### config.mk
export PLATFORM = sky130hd
export DESIGN_NAME = multiplicative_digital_root_classifier_unit
export DESIGN_NICKNAME = d
export VERILOG_FILES = /design/src/hdl/mdr_pkg.sv /design/src/hdl/multiplicative_digital_root_classifier_unit.sv
export VERILOG_INCLUDE_DIRS = /design/src /design/src/hdl
export SDC_FILE = /design/constraint.sdc
export NUM_CORES = 2
export LEC_CHECK = 0
export ABC_AREA = 0
export BUFFER_PORTS_ARGS = -buffer_cell sky130_fd_sc_hd__buf_4
export CORE_MARGIN = 5
export CORE_UTILIZATION = 50
export CTS_BUF_LIST = sky130_fd_sc_hd__clkbuf_16
export DETAILED_ROUTE_END_ITERATION = 8
export GPL_TIMING_DRIVEN = 0
export PLACE_DENSITY = 0.79
export SETUP_SLACK_MARGIN = 0.15
export SYNTH_ARGS = -nofsm -noshare
export SYNTH_HDL_FRONTEND = slang
export SYNTH_SLANG_ARGS = --single-unit
### constraint.sdc
create_clock -name clk_i -period 16.75 [get_ports clk_i]
set_clock_uncertainty 0.1 [all_clocks]
set_input_delay 0 -clock clk_i [delete_from_list [all_inputs] [get_ports clk_i]]
set_output_delay 0 -clock clk_i [all_outputs]
set_load 0.01 [all_outputs]
### src/hdl/multiplicative_digital_root_classifier_unit_assert.svh
// Assertion macros shared by the classifier RTL.
`ifndef MULTIPLICATIVE_DIGITAL_ROOT_CLASSIFIER_UNIT_ASSERT_SVH
`define MULTIPLICATIVE_DIGITAL_ROOT_CLASSIFIER_UNIT_ASSERT_SVH

// Same-cycle implication, checked on every clock edge outside reset.
`define MDR_ASSERT(lbl, ante, cons, msg) \
  lbl: assert property (@(posedge clk_i) disable iff (!rst_ni) (ante) |-> (cons)) \
    else $error(msg);

// Next-cycle implication, checked on every clock edge outside reset.
`define MDR_ASSERT_NEXT(lbl, ante, cons, msg) \
  lbl: assert property (@(posedge clk_i) disable iff (!rst_ni) (ante) |=> (cons)) \
    else $error(msg);

`endif

### src/hdl/mdr_pkg.sv
package mdr_pkg;

  localparam int unsigned NUM_W    = 64;
  localparam int unsigned BASE_W   = 11;
  localparam int unsigned ROOT_W   = 10;
  localparam int unsigned MODE_W   = 2;
  localparam int unsigned STATUS_W = 2;
  localparam int unsigned ADDR_W   = 3;
  localparam int unsigned DATA_W   = 32;

  // Bits of the dividend consumed by the divider in one cycle.
  localparam int unsigned DIV_STEPS = 8;
  localparam int unsigned CNT_W     = $clog2(NUM_W / DIV_STEPS);

  localparam logic [BASE_W-1:0] MIN_BASE   = BASE_W'(2);
  localparam logic [BASE_W-1:0] MAX_BASE   = BASE_W'(1024);
  localparam logic [BASE_W-1:0] RESET_BASE = BASE_W'(10);

  localparam logic [MODE_W-1:0] MODE_MAGNITUDE = 2'd0;
  localparam logic [MODE_W-1:0] MODE_DROP      = 2'd1;
  localparam logic [MODE_W-1:0] MODE_ERROR     = 2'd2;

  localparam logic [STATUS_W-1:0] ST_CLASSIFIED = 2'd0;
  localparam logic [STATUS_W-1:0] ST_DROPPED    = 2'd1;
  localparam logic [STATUS_W-1:0] ST_ERROR      = 2'd2;

  localparam logic REG_DIGIT_BASE    = 1'b0;
  localparam logic REG_NEGATIVE_MODE = 1'b1;

endpackage

### src/hdl/multiplicative_digital_root_classifier_unit.sv
// Flow: an item that is dropped, flagged or below the base goes from S_IDLE straight to S_FINISH.
// Otherwise each digit takes S_DIV steps of the shared 8-bit-per-cycle remainder divider and then
// an S_MUL step of the shared multiplier, each pass ends in S_CHK, and S_FINISH registers the result.
// Throughput: one item at a time; a new transfer is taken once the result is registered.
// Reset: asynchronous, active low; digit_base returns to 10, negative_mode to 0, no result pending.
`include "multiplicative_digital_root_classifier_unit_assert.svh"

module multiplicative_digital_root_classifier_unit import mdr_pkg::*; (
  input  logic                clk_i,
  input  logic                rst_ni,
  input  logic                psel,
  input  logic                penable,
  input  logic                pwrite,
  input  logic [ADDR_W-1:0]   paddr,
  input  logic [DATA_W-1:0]   pwdata,
  output logic [DATA_W-1:0]   prdata,
  output logic                pready,
  input  logic                in_valid_i,
  output logic                in_ready_o,
  input  logic signed [NUM_W-1:0] number_in_i,
  output logic                out_valid_o,
  input  logic                out_ready_i,
  output logic [ROOT_W-1:0]   root_bin_o,
  output logic [NUM_W-1:0]    value_out_o,
  output logic [STATUS_W-1:0] status_o
);

  localparam logic [2:0] S_IDLE   = 3'd0;
  localparam logic [2:0] S_DIV    = 3'd1;
  localparam logic [2:0] S_MUL    = 3'd2;
  localparam logic [2:0] S_CHK    = 3'd3;
  localparam logic [2:0] S_FINISH = 3'd4;

  logic [BASE_W-1:0]   digit_base_q, digit_base_d;
  logic [MODE_W-1:0]   negative_mode_q, negative_mode_d;
  logic [BASE_W-1:0]   base_eff;

  logic [2:0]          state_q, state_d;
  logic [NUM_W-1:0]    quo_q, quo_d;
  logic [ROOT_W-1:0]   rem_q, rem_d;
  logic [NUM_W-1:0]    prod_q, prod_d;
  logic [CNT_W-1:0]    cnt_q, cnt_d;
  logic [NUM_W-1:0]    value_q, value_d;
  logic [ROOT_W-1:0]   root_q, root_d;
  logic [STATUS_W-1:0] status_q, status_d;

  logic                out_valid_q, out_valid_d;
  logic [ROOT_W-1:0]   out_root_q, out_root_d;
  logic [NUM_W-1:0]    out_value_q, out_value_d;
  logic [STATUS_W-1:0] out_status_q, out_status_d;

  logic                cfg_write;
  logic                in_xfer;
  logic                negative;
  logic [NUM_W-1:0]    magnitude;
  logic [NUM_W-1:0]    div_quo;
  logic [ROOT_W-1:0]   div_rem;
  logic [NUM_W+ROOT_W-1:0] mul_full;

  assign pready    = 1'b1;
  assign cfg_write = psel && penable && pwrite && pready;

  always_comb begin
    digit_base_d    = digit_base_q;
    negative_mode_d = negative_mode_q;
    if (cfg_write) begin
      case (paddr[2])
        REG_DIGIT_BASE:    digit_base_d    = pwdata[BASE_W-1:0];
        REG_NEGATIVE_MODE: negative_mode_d = pwdata[MODE_W-1:0];
        default:           digit_base_d    = digit_base_q;
      endcase
    end
  end

  always_comb begin
    case (paddr[2])
      REG_DIGIT_BASE:    prdata = DATA_W'(digit_base_q);
      REG_NEGATIVE_MODE: prdata = DATA_W'(negative_mode_q);
      default:           prdata = '0;
    endcase
  end

  always_comb begin
    if (digit_base_q < MIN_BASE) begin
      base_eff = MIN_BASE;
    end else if (digit_base_q > MAX_BASE) begin
      base_eff = MAX_BASE;
    end else begin
      base_eff = digit_base_q;
    end
  end

  assign in_ready_o = (state_q == S_IDLE);
  assign in_xfer    = in_valid_i && in_ready_o;
  assign negative   = number_in_i[NUM_W-1];
  assign magnitude  = negative ? (~number_in_i + NUM_W'(1)) : number_in_i;

  // Restoring division of the running quotient by the base, several bits a cycle.
  always_comb begin
    logic [BASE_W-1:0] trial;
    logic [ROOT_W-1:0] r;
    logic [NUM_W-1:0]  q;
    r = rem_q;
    q = quo_q;
    for (int i = 0; i < DIV_STEPS; i++) begin
      trial = {r, q[NUM_W-1]};
      q     = {q[NUM_W-2:0], 1'b0};
      if (trial >= base_eff) begin
        r    = ROOT_W'(trial - base_eff);
        q[0] = 1'b1;
      end else begin
        r = trial[ROOT_W-1:0];
      end
    end
    div_quo = q;
    div_rem = r;
  end

  assign mul_full = prod_q * rem_q;

  always_comb begin
    state_d      = state_q;
    quo_d        = quo_q;
    rem_d        = rem_q;
    prod_d       = prod_q;
    cnt_d        = cnt_q;
    value_d      = value_q;
    root_d       = root_q;
    status_d     = status_q;
    out_valid_d  = out_valid_q;
    out_root_d   = out_root_q;
    out_value_d  = out_value_q;
    out_status_d = out_status_q;

    if (out_valid_q && out_ready_i) begin
      out_valid_d = 1'b0;
    end

    case (state_q)
      S_IDLE: begin
        if (in_xfer) begin
          rem_d  = '0;
          cnt_d  = '0;
          prod_d = NUM_W'(1);
          quo_d  = magnitude;
          if (negative && negative_mode_q == MODE_DROP) begin
            status_d = ST_DROPPED;
            root_d   = '0;
            value_d  = '0;
            state_d  = S_FINISH;
          end else if (negative && negative_mode_q != MODE_MAGNITUDE) begin
            status_d = ST_ERROR;
            root_d   = '0;
            value_d  = '0;
            state_d  = S_FINISH;
          end else begin
            status_d = ST_CLASSIFIED;
            value_d  = magnitude;
            root_d   = magnitude[ROOT_W-1:0];
            if (magnitude < NUM_W'(base_eff)) begin
              state_d = S_FINISH;
            end else begin
              state_d = S_DIV;
            end
          end
        end
      end
      S_DIV: begin
        quo_d = div_quo;
        rem_d = div_rem;
        cnt_d = cnt_q + CNT_W'(1);
        if (cnt_q == '1) begin
          state_d = S_MUL;
        end
      end
      S_MUL: begin
        prod_d = mul_full[NUM_W-1:0];
        rem_d  = '0;
        cnt_d  = '0;
        if (quo_q != '0) begin
          state_d = S_DIV;
        end else begin
          state_d = S_CHK;
        end
      end
      S_CHK: begin
        if (prod_q < NUM_W'(base_eff)) begin
          root_d  = prod_q[ROOT_W-1:0];
          state_d = S_FINISH;
        end else begin
          quo_d   = prod_q;
          prod_d  = NUM_W'(1);
          rem_d   = '0;
          cnt_d   = '0;
          state_d = S_DIV;
        end
      end
      S_FINISH: begin
        if (!out_valid_q || out_ready_i) begin
          out_valid_d  = 1'b1;
          out_root_d   = root_q;
          out_value_d  = value_q;
          out_status_d = status_q;
          state_d      = S_IDLE;
        end
      end
      default: begin
        state_d = S_IDLE;
      end
    endcase
  end

  always_ff @(posedge clk_i or negedge rst_ni) begin
    if (!rst_ni) begin
      digit_base_q    <= RESET_BASE;
      negative_mode_q <= MODE_MAGNITUDE;
      state_q         <= S_IDLE;
      cnt_q           <= '0;
      out_valid_q     <= 1'b0;
    end else begin
      digit_base_q    <= digit_base_d;
      negative_mode_q <= negative_mode_d;
      state_q         <= state_d;
      cnt_q           <= cnt_d;
      out_valid_q     <= out_valid_d;
    end
  end

  always_ff @(posedge clk_i) begin
    quo_q        <= quo_d;
    rem_q        <= rem_d;
    prod_q       <= prod_d;
    value_q      <= value_d;
    root_q       <= root_d;
    status_q     <= status_d;
    out_root_q   <= out_root_d;
    out_value_q  <= out_value_d;
    out_status_q <= out_status_d;
  end

  assign out_valid_o = out_valid_q;
  assign root_bin_o  = out_root_q;
  assign value_out_o = out_value_q;
  assign status_o    = out_status_q;

  `MDR_ASSERT(a_rem_below_base, state_q == S_DIV, BASE_W'(rem_q) < base_eff,
    "Divider remainder reached the base.")

  `MDR_ASSERT(a_root_below_base, out_valid_o && status_o == ST_CLASSIFIED,
    BASE_W'(root_bin_o) < base_eff && NUM_W'(root_bin_o) <= value_out_o,
    "Classified root is not a single digit of its magnitude.")

  `MDR_ASSERT(a_reject_zeroed, out_valid_o && status_o != ST_CLASSIFIED,
    root_bin_o == '0 && value_out_o == '0,
    "Dropped or flagged result carries a nonzero payload.")

  `MDR_ASSERT_NEXT(a_pass_start, in_xfer,
    state_q != S_DIV || (prod_q == NUM_W'(1) && rem_q == '0 && cnt_q == '0),
    "First pass did not start from a clean product and remainder.")

endmodule

======== Yosys cells after proc, flatten, opt, wreduce, memory -nomap -nowiden ========
Index checks and enable logic that the tools add are counted.
operators by class
  mux-type cells .......................... 50
  add/sub/neg operators ................... 10
  equal/unequal tests ..................... 11
  multiply operators ...................... 1
  bitwise logic cells ..................... 2
  $lt $le $gt $ge ......................... 12
  reductions and logical operators ........ 25
operators by type and width
  operator                                                      number
  one-hot mux 64 bit (3 select lines)                           2
  2-to-1 mux 64 bit                                             5
  2-to-1 mux 10 bit                                             14
  less-than comparator 64 x 11 -> 1 bit                         2
  >= comparator 11 bit                                          8
  subtractor 10 bit                                             8
  adder 64 x 2 -> 64 bit (second input constant)                1
  multiplier 64 x 10 -> 64 bit                                  1
  NOT 64 bit                                                    1
  one-hot mux 32 bit (2 select lines)                           1
  nonzero test 64 bit                                           1
  one-hot mux 10 bit (4 select lines)                           1
  2-to-1 mux 3 bit                                              9
  2-to-1 mux 11 bit                                             2
  one-hot mux 10 bit (2 select lines)                           1
  one-hot mux 3 bit (5 select lines)                            1
  AND reduction 3 bit                                           5
  one-hot mux 3 bit (4 select lines)                            1
  greater-than comparator 11 bit (second input constant)        1
  less-than comparator 11 x 2 -> 1 bit (second input constant)  1
  2-to-1 mux 1 bit                                              11
  != test 2 bit (second input constant)                         4
  AND reduction 2 bit                                           4
  == test 3 x 2 -> 1 bit (second input constant)                2
  15 further kinds                                              24
word-level totals
  flip-flop bits (word level) ............. 310
  input port bits ......................... 106

======== Longest topological paths before layout ========
  depth after elaboration ................. 20
  gate-level depth with buffers ........... 78
  mapped depth without buffers ............ 73

======== Least setup slack after synthesis ========
No wires, ideal clock.
  kind .................................... register -> register
  from .................................... register digit_base_q[2]
  to ...................................... register rem_q[7], data pin
  stages on the path, launching flop included .. 72
  data required time ...................... 16492 ps
  path slack .............................. 366 ps
  buffers on the path ..................... 5
  period minus slack after synthesis ...... 16384 ps
  arrival time ............................ 16126 ps
  cells stage by stage .................... dfrtp_1 -> nor4_1 -> nand3_1 -> a21oi_1 -> inv_1 -> ha_1 -> nand2b_1 -> a21o_1 -> a211o_1 -> a31oi_2 -> mux2_2 -> ha_1 -> nand4_1 -> nor2_1 -> a211oi_1 -> a31oi_1 -> clkbuf_1 -> mux2_2 -> [... 36 more ...] -> nor3_1 -> o21ai_0 -> a21o_1 -> clkbuf_1 -> o21ai_0 -> inv_1 -> ha_1 -> nor2b_1 -> o21ai_0 -> a21boi_0 -> o21ai_0 -> a21oi_1 -> o2111ai_1 -> nand3_1 -> nand2_1 -> clkbuf_1 -> nand3_1 -> o211ai_1
on the way
  cells in the longest elaborated chain, start to end .. 20
RTL lines
  item                                                       RTL line                                                                                                text
  start: declaration                                         multiplicative_digital_root_classifier_unit.sv:34                                                       logic [BASE_W-1:0] digit_base_q, digit_base_d;
  start signal: assignment                                   multiplicative_digital_root_classifier_unit.sv:221                                                      digit_base_q <= digit_base_d;
  greater-than comparator 11 bit                             multiplicative_digital_root_classifier_unit.sv:86                                                       end else if (digit_base_q > MAX_BASE) begin
  2-to-1 mux 11 bit                                          multiplicative_digital_root_classifier_unit.sv:86
  2-to-1 mux 11 bit *                                        multiplicative_digital_root_classifier_unit.sv:84                                                       if (digit_base_q < MIN_BASE) begin
  subtractor 10 bit or >= comparator 11 bit (tied branches)  multiplicative_digital_root_classifier_unit.sv:109, multiplicative_digital_root_classifier_unit.sv:108
  2-to-1 mux 10 bit                                          multiplicative_digital_root_classifier_unit.sv:108                                                      if (trial >= base_eff) begin
  subtractor 10 bit or >= comparator 11 bit (tied branches)  multiplicative_digital_root_classifier_unit.sv:109, multiplicative_digital_root_classifier_unit.sv:108
  2-to-1 mux 10 bit                                          multiplicative_digital_root_classifier_unit.sv:108
  subtractor 10 bit or >= comparator 11 bit (tied branches)  multiplicative_digital_root_classifier_unit.sv:109, multiplicative_digital_root_classifier_unit.sv:108
  [... 4 more ...]                                           n/a
  2-to-1 mux 10 bit                                          multiplicative_digital_root_classifier_unit.sv:108
  subtractor 10 bit or >= comparator 11 bit (tied branches)  multiplicative_digital_root_classifier_unit.sv:109, multiplicative_digital_root_classifier_unit.sv:108
  2-to-1 mux 10 bit                                          multiplicative_digital_root_classifier_unit.sv:108
  subtractor 10 bit or >= comparator 11 bit (tied branches)  multiplicative_digital_root_classifier_unit.sv:109, multiplicative_digital_root_classifier_unit.sv:108
  2-to-1 mux 10 bit                                          multiplicative_digital_root_classifier_unit.sv:108
  subtractor 10 bit or >= comparator 11 bit (tied branches)  multiplicative_digital_root_classifier_unit.sv:109, multiplicative_digital_root_classifier_unit.sv:108
  2-to-1 mux 10 bit *                                        multiplicative_digital_root_classifier_unit.sv:108
  one-hot mux 10 bit (4 select lines) *                      multiplicative_digital_root_classifier_unit.sv:139                                                      case (state_q)
  end signal: assignment                                     multiplicative_digital_root_classifier_unit.sv:231                                                      rem_q <= rem_d;
  end: declaration                                           multiplicative_digital_root_classifier_unit.sv:40                                                       logic [ROOT_W-1:0] rem_q, rem_d;
Every way passes the cells marked *; elsewhere a longest branch is shown, timed or not.
A chain may end at the register's enable or synchronous reset.

======== Worst setup path in the final report ========
Same ends and word-level chain as after synthesis.

==> summary.md <==
| Metric | Value |
|---|---|
| Crit path capture type | register |
| DR vias/cell | 6.18 |
| Die ar. | between 70000 and 80000 µm² |
| Seq/Total Area, Yosys | between 20% and 30% |
| Post-Route Setup TNS | 0 ns |
| Die X | between 200 and 300 µm |
| Critical Path Max Stage Delay | ~0.45 ns |
| I/O pins | approximately 220 |
| Post-route ant nets | 0 |
| Worst Hold Class | in2reg |
| Synthesized area per cell | 9.50 µm² |
| Clk buf depth | 3 |
| DRT Pass-1 Iters | 8 |
| #FFs+latches synth | slightly above 300 |
| Reg2reg setup slack | roughly 0.5 ns |
| Post-synth cell types | 92 |
| CTS tree | built |
| First-pass GRT wire length | between 150 and 200 mm |
| Synthesized area | about 37000 µm² |
| CTS buffer count | 34 |
| Routability congestion estimate from global placement | about 1.0 |
| # setup viols final | 0 |
| DRT Wirelength | between 100 and 150 mm |
| Top cell type by total area after synthesis | fa_1 |
| Final Max Tran Viols | 0 |
| CP Capture Point | rem_q[7] |
| Most common library cells after synthesis | nand2_1 (467), fa_1 (462), inv_1 (341), and2_1 (316), edfxtp_1 (290) |
| Worst EP required | 17.02 ns |
| Top cell by count, worst path | ha_1 |
| Layout cell share with drive strength beyond 1 | 10.7% |
| Worst rel slew slack | ~14% |
| Async S/R FF share, synth | under 10% |
| CP Launch Type | register |
| Reg2reg start | digit_base_q[2] |
| Reg-to-reg endpoint | rem_q[7] |
| DRC Markers | 2 |
| Setup CP Type | reg2reg |
| Clock sink count | 310 |
| H-Tree Depth | 2 |
| Remaining Overflow, GRT | 0 |
| Vias in the first global route | 32300 |
| Post-synth EDFFs | 290 |
| Cell with the most instances after synthesis | nand2_1 |
| Outcome | complete, but fails checks |
| Clk_lat worst skew | around 0.57 ns |
| Wire length per cell | ~23 µm |
| Max_cap viols | 0 |
| Ys Warns | 0 |
| Nets | 4992 |
| Actual transition at the worst max-transition pin | between 1 and 1.5 ns |
| R2r worst-path depth | 67 |
| Area grow syn2layout | 14.9% |
| Row count | between 90 and 100 |
| Clock transition at path regs | roughly 0.070 ns |
| Tot GR Track Use | 30.0% |
| Final Hold Fails | 0 |
| Post-Syn Instances | between 3000 and 4000 |
| Hold slack | about 0.043 ns |
| Failing checks | DRC |
| Yosys top cell area share | between 20 and 30% |
| Post-DP HPWL | ~93 mm |
| Initial antenna violation count | 3 |
| Highest clock rate | roughly 60 MHz |
| Initial drt markers | approximately 4000 |
| Core area | between 70000 and 80000 µm² |
| Final Worst Setup Slack | roughly 0.50 ns |
| Synth top area cells | fa_1 (25%), edfxtp_1 (24%), ha_1 (6.4%) |
| Data arrival time of the worst path | roughly 17 ns |
| Top FF cell, synth | edfxtp_1 |
| Maximum number of pins on one net before global-route repair | 46 |
| Die Ht | roughly 280 µm |
| Routed vias | 32300 |
| Starting Density | about half |
| Critical path peak fanout | 10 |
| Pre-CTS setup slack | -4.14 ns |
| Period utilisation layout | a little over nine tenths |
| Worst Setup SP | digit_base_q[2] |
| Final Critical Period | around 16 ns |
| Slowest CP cell | dfrtp_2 |
| Root Buffer | clkbuf_16 |
| Number of port buffers | 160 |
==> how the worst min path moves through the flow <==
stage / startpoint / to / slack, ns / cells after the start
global route: number_in_i[24] / value_q[24] / 0.03 / 3
floorplan: rst_ni / cnt_q[0] / -0.40 / 0
detailed placement: rst_ni / digit_base_q[9] / -0.18 / 1
finish: number_in_i[24] / value_q[24] / 0.04 / 3
global placement: rst_ni / digit_base_q[9] / -0.18 / 1
CTS: number_in_i[24] / value_q[24] / 0.01 / 3
==> sequential cells by signal (all words and copies together) (netlist names) <==
name / count
cnt_q: 3
digit_base_q: 11
negative_mode_q: 2
out_valid_o: 1
prod_q: 64
quo_q: 64
rem_q: 10
root_bin_o: 10
root_q: 10
state_q: 3
status_o: 2
status_q: 2
value_out_o: 64
value_q: 64
==> stage by stage <==
stage	instances	util, %	instance area [µm²]
2_1_floorplan	3910	-	37000
3_3_place_gp	5029	53.9	39400
3_5_place_dp	5037	54.2	39600
4_1_cts	5195	57.5	42000
5_1_grt	5221	58.1	42400
6_report	5223	58.1	42400
==> metal layers <==
layer	vias up	wire length (µm)	GRT usage (%)
met5	-	0	0
met2	2234	54600	47.4
met4	0	7760	15.4
met1	15700	45500	39.4
met3	473	13900	6.42
li1	13900	-	-
==> critical path: cells and delay by family (launching register included) <==
| family | cells | cell delay (ns) |
|---|---|---|
| AOI/OAI and AO/OA | 31 | 7.40 |
| buffers and inverters | 7 | 1.15 |
| adders and majority gates | 8 | 2.41 |
| and+or+nand+nor | 16 | 2.68 |
| muxes | 5 | 1.82 |
| DFF | 1 | 0.45 |
==> placed cells by master, fill, tap and decap left out, types with 35 or more instances in the layout <==
master	count
a211oi_1	76
a21o_1	77
a21oi_1	198
and2_1	316
buf_4	225
clkbuf_1	208
clkbuf_16	35
dlygate4sd3_1	81
edfxtp_1	290
fa_1	462
ha_1	180
inv_1	341
mux2_2	42
nand2_1	457
nand3_1	48
nand4_1	53
nor2_1	233
nor2b_1	51
nor3_1	46
nor4_1	55
o21ai_0	97
xnor2_1	93
xor2_1	84
==> cell families after synthesis <==
kind of cell	count (synthesis)	synth area share (%)
compound gates	696	12.5
xor+xnor	177	4.20
fa+ha+maj	651	31.4
buf+inv	595	6.34
flops	310	24.9
mux	55	1.64
other cells	2	0.0203
simple gates	1404	19.0
==> area by class of cell <==
class | instances | area [µm²]
Sequential cell | 310 | 9210
Clock inverter | 27 | 265
Timing Repair Buffer | 289 | 2470
Fill cell | 6119 | 30600
Buffer | 251 | 1110
Tap cell | 959 | 1200
Antenna cell | 3 | 7.51
Clock buffer | 35 | 876
Multi-Input combinational cell | 3005 | 26000
Inverter | 344 | 1310
==> repair_timing <==
| item | CTS | global route |
|---|---|---|
| buffers inserted | 15 | 25 |
| gates cloned | 0 | 0 |
| pin swaps | 13 | 27 |
| resized for setup | 83 | 45 |
| hold endpoints to repair | 156 | 0 |
| endpoints found under the setup margin | 12 | 11 |
| hold buffers | 81 | 0 |
Power is not shown: default switching activity piles up to over one toggle a cycle in this logic, so the estimate is an artifact.
